===== src/rtl/alps_pkg.sv =====
`timescale 1ns / 1ps
// Shared types and constants of the averaged level-percent sensor.
// No dependencies; used by alps_div and averaged_level_percent_sensor.
package alps_pkg;

  localparam int unsigned ADC_W = 12;
  localparam int unsigned PCT_W = 7;
  localparam int unsigned SUM_W = 18;
  localparam int unsigned DIV_W = 19;
  localparam int unsigned DVS_W = 12;
  localparam int unsigned IDX_W = 2;

  // Mean by reciprocal: shift covers the sum width plus log2 of the largest group.
  localparam int unsigned AVG_SHIFT  = SUM_W + 6;
  localparam int unsigned AVG_PROD_W = SUM_W + AVG_SHIFT + 1;

  // Divide by 100 by reciprocal: exact for products up to 100 * 100.
  localparam int unsigned PROD_W    = 2 * PCT_W;
  localparam int unsigned SCL_W     = 27;
  localparam int unsigned PCT_SHIFT = 19;
  localparam logic [12:0] PCT_RECIP = 13'd5243;

  localparam logic [PCT_W-1:0] PCT_FULL = 7'd100;

  localparam logic [ADC_W-1:0] EMPTY_RESET = 12'd0;
  localparam logic [ADC_W-1:0] FULL_RESET = 12'd4095;
  localparam logic [PCT_W-1:0] FLOOR_RESET = 7'd50;
  localparam logic [PCT_W-1:0] THRESH_RESET = 7'd20;

  typedef enum logic [IDX_W-1:0] {
    REG_EMPTY = 2'd0,
    REG_FULL = 2'd1,
    REG_FLOOR = 2'd2,
    REG_THRESH = 2'd3
  } reg_idx_t;

  typedef struct packed {
    logic start;
    logic [DIV_W-1:0] dividend;
    logic [DVS_W-1:0] divisor;
  } div_req_t;

  typedef struct packed {
    logic done;
    logic [DIV_W-1:0] quotient;
  } div_rsp_t;

endpackage


===== src/rtl/alps_div.sv =====
`timescale 1ns / 1ps
// Shared restoring divider, one quotient bit per cycle.
// Depends on alps_pkg for widths and the request/response structs.
module alps_div (
  input  logic                clk,
  input  logic                rst,
  input  alps_pkg::div_req_t  req,
  output alps_pkg::div_rsp_t  rsp
);

  localparam int unsigned CNT_W = $clog2(alps_pkg::DIV_W);

  logic                        busy;
  logic                        done;
  logic [CNT_W-1:0]            cnt;
  logic [alps_pkg::DIV_W-1:0]  quo;
  logic [alps_pkg::DVS_W-1:0]  rem;
  logic [alps_pkg::DVS_W-1:0]  dvs;

  logic [alps_pkg::DVS_W:0]    shifted;
  logic [alps_pkg::DVS_W:0]    diff;
  logic                        ge;
  logic [alps_pkg::DVS_W-1:0]  rem_next;

  always_comb begin
    shifted  = {rem, quo[alps_pkg::DIV_W-1]};
    diff     = shifted - {1'b0, dvs};
    ge       = !diff[alps_pkg::DVS_W];
    rem_next = ge ? diff[alps_pkg::DVS_W-1:0] : shifted[alps_pkg::DVS_W-1:0];
  end

  always_ff @(posedge clk) begin
    if (rst) begin
      busy <= 1'b0;
      done <= 1'b0;
    end else begin
      done <= 1'b0;
      if (req.start) begin
        busy <= 1'b1;
        cnt  <= CNT_W'(alps_pkg::DIV_W - 1);
        quo  <= req.dividend;
        rem  <= '0;
        dvs  <= req.divisor;
      end else if (busy) begin
        quo <= {quo[alps_pkg::DIV_W-2:0], ge};
        rem <= rem_next;
        if (cnt == '0) begin
          busy <= 1'b0;
          done <= 1'b1;
        end else begin
          cnt <= cnt - 1'b1;
        end
      end
    end
  end

  assign rsp.done     = done;
  assign rsp.quotient = quo;

endmodule


===== src/rtl/averaged_level_percent_sensor.sv =====
`timescale 1ns / 1ps
// Top level: sample accumulator, calibration registers and the sequencer
// around the shared divider. Depends on alps_pkg and alps_div.

// Each request carries one 12-bit ADC sample. Samples that do not close a
// group are taken one per cycle and give no result. The sample that closes a
// group of SAMPLES starts the sequencer: the mean by reciprocal multiplication,
// a range check, the sensor map on the shared serial divider and the taking of
// its quotient, the display rescale by reciprocal multiplication and the load
// of the result. in_ready stays low from that request until the result is
// loaded; the divider is skipped when the mean lies on or outside the
// calibration window or the calibration is faulty, and the wait is longer
// while the previous result still waits in the output register. A finished
// result waits there while new samples are accepted. Write the calibration
// registers only while idle.
module averaged_level_percent_sensor #(
  parameter int unsigned SAMPLES = 8
) (
  input  logic                        clk,
  input  logic                        rst,
  input  logic                        cfg_we,
  input  logic [alps_pkg::IDX_W-1:0]  cfg_index,
  input  logic [alps_pkg::ADC_W-1:0]  cfg_data,
  input  logic                        in_valid,
  output logic                        in_ready,
  input  logic [alps_pkg::ADC_W-1:0]  sample,
  output logic                        out_valid,
  input  logic                        out_ready,
  output logic [alps_pkg::ADC_W-1:0]  average,
  output logic [alps_pkg::PCT_W-1:0]  sensor_pct,
  output logic [alps_pkg::PCT_W-1:0]  level_pct,
  output logic                        has_water,
  output logic                        calib_fault
);

  localparam int unsigned CNT_W = (SAMPLES > 1) ? $clog2(SAMPLES) : 1;
  localparam int unsigned AVG_RECIP = ((1 << alps_pkg::AVG_SHIFT) + SAMPLES - 1) / SAMPLES;

  typedef enum logic [6:0] {
    S_IDLE = 7'b0000001,
    S_AVG  = 7'b0000010,
    S_PREP = 7'b0000100,
    S_MAP  = 7'b0001000,
    S_LVL  = 7'b0010000,
    S_LVLW = 7'b0100000,
    S_OUT  = 7'b1000000
  } state_t;

  state_t                       state;
  logic [alps_pkg::ADC_W-1:0]   empty_level;
  logic [alps_pkg::ADC_W-1:0]   full_level;
  logic [alps_pkg::PCT_W-1:0]   floor_pct;
  logic [alps_pkg::PCT_W-1:0]   low_threshold;
  logic [alps_pkg::SUM_W-1:0]   sum;
  logic [CNT_W-1:0]             count;
  logic [alps_pkg::ADC_W-1:0]   avg;
  logic [alps_pkg::PCT_W-1:0]   sensor;
  logic [alps_pkg::PCT_W-1:0]   level;
  logic [alps_pkg::PROD_W-1:0]  lvl_prod;

  logic [alps_pkg::SUM_W-1:0]   sum_add;
  logic [alps_pkg::AVG_PROD_W-1:0] avg_prod;
  logic [alps_pkg::SCL_W-1:0]   lvl_scaled;
  logic                         last;
  logic                         fault;
  logic [alps_pkg::PCT_W-1:0]   flr;
  logic                         out_free;
  alps_pkg::div_req_t           div_req;
  alps_pkg::div_rsp_t           div_rsp;

  alps_div u_div (
    .clk (clk),
    .rst (rst),
    .req (div_req),
    .rsp (div_rsp)
  );

  always_comb begin
    sum_add    = sum + alps_pkg::SUM_W'(sample);
    avg_prod   = alps_pkg::AVG_PROD_W'(sum) * alps_pkg::AVG_PROD_W'(AVG_RECIP);
    lvl_scaled = alps_pkg::SCL_W'(lvl_prod) * alps_pkg::SCL_W'(alps_pkg::PCT_RECIP);
    last       = (count == CNT_W'(SAMPLES - 1));
    fault      = (full_level <= empty_level);
    flr        = (floor_pct > alps_pkg::PCT_FULL) ? alps_pkg::PCT_FULL : floor_pct;
    out_free   = !out_valid || out_ready;
    in_ready   = (state == S_IDLE);
  end

  always_comb begin
    div_req = '0;
    unique case (state)
      S_PREP: begin
        if (!fault && avg > empty_level && avg < full_level) begin
          div_req.start    = 1'b1;
          div_req.dividend = alps_pkg::DIV_W'(avg - empty_level)
                             * alps_pkg::DIV_W'(alps_pkg::PCT_FULL);
          div_req.divisor  = full_level - empty_level;
        end
      end
      S_IDLE, S_AVG, S_MAP, S_LVL, S_LVLW, S_OUT: begin
      end
      default: begin
      end
    endcase
  end

  always_ff @(posedge clk) begin
    if (rst) begin
      empty_level   <= alps_pkg::EMPTY_RESET;
      full_level    <= alps_pkg::FULL_RESET;
      floor_pct     <= alps_pkg::FLOOR_RESET;
      low_threshold <= alps_pkg::THRESH_RESET;
    end else if (cfg_we) begin
      unique case (alps_pkg::reg_idx_t'(cfg_index))
        alps_pkg::REG_EMPTY:  empty_level   <= cfg_data;
        alps_pkg::REG_FULL:   full_level    <= cfg_data;
        alps_pkg::REG_FLOOR:  floor_pct     <= cfg_data[alps_pkg::PCT_W-1:0];
        alps_pkg::REG_THRESH: low_threshold <= cfg_data[alps_pkg::PCT_W-1:0];
        default: begin
        end
      endcase
    end
  end

  always_ff @(posedge clk) begin
    if (rst) begin
      state     <= S_IDLE;
      sum       <= '0;
      count     <= '0;
      out_valid <= 1'b0;
    end else begin
      if (out_valid && out_ready && state != S_OUT) begin
        out_valid <= 1'b0;
      end
      unique case (state)
        S_IDLE: begin
          if (in_valid) begin
            sum <= sum_add;
            if (last) begin
              count <= '0;
              state <= S_AVG;
            end else begin
              count <= count + 1'b1;
            end
          end
        end
        S_AVG: begin
          avg   <= avg_prod[alps_pkg::AVG_SHIFT +: alps_pkg::ADC_W];
          sum   <= '0;
          state <= S_PREP;
        end
        S_PREP: begin
          if (fault || avg <= empty_level) begin
            sensor <= '0;
            state  <= S_LVL;
          end else if (avg >= full_level) begin
            sensor <= alps_pkg::PCT_FULL;
            state  <= S_LVL;
          end else begin
            state <= S_MAP;
          end
        end
        S_MAP: begin
          if (div_rsp.done) begin
            sensor <= div_rsp.quotient[alps_pkg::PCT_W-1:0];
            state  <= S_LVL;
          end
        end
        S_LVL: begin
          lvl_prod <= alps_pkg::PROD_W'(sensor)
                      * alps_pkg::PROD_W'(alps_pkg::PCT_FULL - flr);
          state    <= S_LVLW;
        end
        S_LVLW: begin
          level <= flr + lvl_scaled[alps_pkg::PCT_SHIFT +: alps_pkg::PCT_W];
          state <= S_OUT;
        end
        S_OUT: begin
          if (out_free) begin
            out_valid   <= 1'b1;
            average     <= avg;
            sensor_pct  <= sensor;
            level_pct   <= level;
            has_water   <= (level > low_threshold);
            calib_fault <= fault;
            state       <= S_IDLE;
          end
        end
        default: begin
          state <= S_IDLE;
        end
      endcase
    end
  end

endmodule

===== config.mk =====
export PLATFORM = sky130hd
export DESIGN_NAME = averaged_level_percent_sensor
export DESIGN_NICKNAME = d
export VERILOG_FILES = /design/src/rtl/alps_pkg.sv /design/src/rtl/alps_div.sv /design/src/rtl/averaged_level_percent_sensor.sv
export SDC_FILE = /design/constraint.sdc
export NUM_CORES = 1
export LEC_CHECK = 0
export BUFFER_PORTS_ARGS = -buffer_cell sky130_fd_sc_hd__buf_2
export CORE_MARGIN = 5
export CORE_UTILIZATION = 65
export CTS_BUF_LIST = sky130_fd_sc_hd__clkbuf_16
export DETAILED_ROUTE_END_ITERATION = 6
export PLACE_DENSITY = 0.92
export SLEW_MARGIN = 10
export SYNTH_ARGS = -nofsm -noshare
export SYNTH_HDL_FRONTEND = slang
export SYNTH_SLANG_ARGS = --single-unit

===== constraint.sdc =====
create_clock -name clk -period 19.4 [get_ports clk]
set_input_delay 1.94 -clock clk [delete_from_list [all_inputs] [get_ports clk]]
set_output_delay 1.94 -clock clk [all_outputs]
set_load 0.01 [all_outputs]

==> out/metrics.yaml <==
run_status:
  status: "finished clean"
detailed_routing:
  first_pass_iters: 6
  final_antenna_net_count: 0
  avgViaCountPerCell: 5.95
  vias: 12200
  drtIter0Drc: 975
  drc: 0
  drt-total-wl_um: 36900
  wire_per_inst_um: 18.0
die:
  dieHeight_um: 168
  die-area_um2: 28200
  start_util_pct: 66.2
  core_area_um2: 24500
  placementRows: 57
  die_width_um: 168
  boundaryPins: 61
worst_setup_path:
  path_delay_family: "adder cells"
  crit_start: "lvl_prod[11]$_DFFE_PP_"
  worst_path_most_repeated_cell: "fa_1"
  path_depth: 25
  cp.arrival_ns: 7.01
  slowest_delay_ns: 0.56
  crit_path_end_kind: "flip-flop"
  critPathKind: "reg2reg"
  slowest_stage: "edfxtp_1"
  r2r_cells: 25
  path_max_fanout: 6
  cp.required_ns: 19.59
  r2r-start: "lvl_prod[11]$_DFFE_PP_"
  start_kind: "flip-flop"
  cp_num_buf_inv: 4
clock_network:
  cts_hold_buf: 0
  clock_tree.buffer_depth: 2
  tritoncts: "built"
  cts_repair_resize_count: 0
  clkLatencyLatePin_ns: 0.45
  cts_made_buffers: 17
  clkSlewWorstSetupHoldPaths_ns: 0.08
  cts_setup_buffers: 0
  root_buffer: "clkbuf_16"
  clock-sinks: 182
  htree_levels: 4
flow_run:
  maxCapViolCount: 0
sta:
  worst_pin_slew_ns: 1.19
  fin_skew_ns: 0.0188
  slew_violations: 0
  fmax_ghz: 0.147
  fin_setup_tns_ns: 0
  min_period_ns: 6.82
  hold_viol_final: 0
  setup_viol: 0
  period_share_pct: 35.2
  worst_slack_ns: 12.58
  grt_setup_unrepaired: "false"
  slew_headroom_pct: 19.9
yosys:
  synth_flop_cell: "edfxtp_1"
  synth.largest_area_cell: "edfxtp_1"
  yosys.cell_types.count: 81
  ys_seq_area_share_pct: 29.6
  synth.area.top_cells: "edfxtp_1, ha_1, fa_1, dfxtp_1, inv_1"
  async_flop_share_pct: 0
  synth-edff-count: 116
  synth_top_area_share_pct: 21.5
  netlist_area_um2: 16200
  avgSynthCellArea_um2: 9.84
  ys_warn_count: 0
  syn_inst: 1647
  synth-seq-cells: 182
cells_and_area:
  drive_gt1_share_pct: 8.35
  multi_input_comb_area_um2: 10100
  layout_common_cells: "inv_1, ha_1, edfxtp_1"
  area.growth.synth_to_final_pct: 7.95
  final-seq-area_um2: 4800
  final_common_cell: "inv_1"
  postLayoutCoreUtil_pct: 71.5
  fillers: 1632
  fin_nets: 2095
  num_antenna_cells: 0
power_and_ir_drop:
  ir_drop_mv: 0.0557
  powerDensity_nw_per_um2: 63.2
  power_w: 0.00111
  leakage_nw: 8.33
placed_design:
  numPortBuffers: 60
  finalWeightedCongestion: 0.939
  dpl.hpwl_um: 28300
  post-place-ws_ns: 12.72
global_routing:
  grt_pass1_wl_um: 61600
  grt_pass1_vias: 12700
  antenna_found_initial: 0
  grt_util_all_layers_pct: 26.6
  grt_max_degree: 79
  gr-total-overflow: 0
worst_hold_path:
  holdPathStages: 0
  hold_class: "reg2reg"
  hp-start: "level[3]$_DFFE_PP_"
-- final cells by class --
type,instances,share of cell area (%)
Multi-Input combinational cell,1119,57.7
Sequential cell,182,27.5
Inverter,322,6.91
Clock buffer,17,2.43
Tap cell,324,2.32
Timing Repair Buffer,69,2.10
Clock inverter,15,1.12
-- path summary, 6_finish.rpt --
path	to	slack (ns)
setup / recovery	level[6]$_DFFE_PP_	12.58
hold / removal	level_pct[3]$_DFFE_PP_	0.46
setup reg to reg	level[6]$_DFFE_PP_	12.58
hold reg to reg	level_pct[3]$_DFFE_PP_	0.46
-- state kept, by name, indices dropped and copies added (netlist names), 12 cells and up --
name         count
average         12
avg             12
sum             15
lvl_prod        14
full_level      12
u_div.rem       12
empty_level     12
u_div.quo       19
u_div.dvs       12
-- where the power goes --
part / internal, W / switching (W) / leakage, nW
clock network: 0.000177 / 0.000182 / 0.295
logic: 0.000132 / 0.000180 / 6.45
registers: 0.000427 / 0.00000942 / 1.59
-- stage by stage --
stage	cell area (um2)	hold WS [ns]	instances
floorplan	16200	0.423	1652
global placement	16900	0.439	2016
detailed placement	16900	0.446	2016
CTS	17500	0.461	2048
global route	17500	0.474	2048
finish	17500	0.459	2048
-- routing by layer --
layer / wire length (um) / track usage [%]
met3: 3040 / 5.04
met5: 0 / 0
met2: 17800 / 44.6
met1: 15200 / 35.2
met4: 911 / 8.65
-- Yosys cell counts, drive strengths merged (4+ instances only) --
cell type,count
xnor2,48
a211oi,14
o21a,21
mux2i,13
clkbuf,20
a22oi,5
xor2,22
a21oi,89
a21o,22
o21ai,41
and3,15
o21bai,9
nor3b,6
nand4,10
mux2,17
and2,48
o31ai,10
nand2b,19
nor2b,18
nand2,80
buf,9
nor2,111
nand3b,6
nor3,20
inv,322
a2111oi,4
ha,243
or3,9
a31o,5
edfxtp,116
a31oi,6
nand3,10
nand4b,4
nor4,12
dfxtp,66
o31a,5
fa,110
a211o,20
-- cell families (layout without fill, tap and decap cells) --
| kind of cell | count (synthesis) | count (layout) | synth area share (%) |
|---|---|---|---|
| AOI/OAI and AO/OA | 277 | 277 | 11.8 |
| xor gates and xnor gates | 70 | 70 | 3.78 |
| adders and majority gates | 353 | 353 | 32.4 |
| buffers and inverters | 351 | 423 | 8.35 |
| DFF | 182 | 182 | 29.6 |
| muxes | 30 | 30 | 2.08 |
| other | 2 | 7 | 0.0463 |
| and+or+nand+nor | 382 | 382 | 12.0 |
Power figures use the tool's default switching activity.
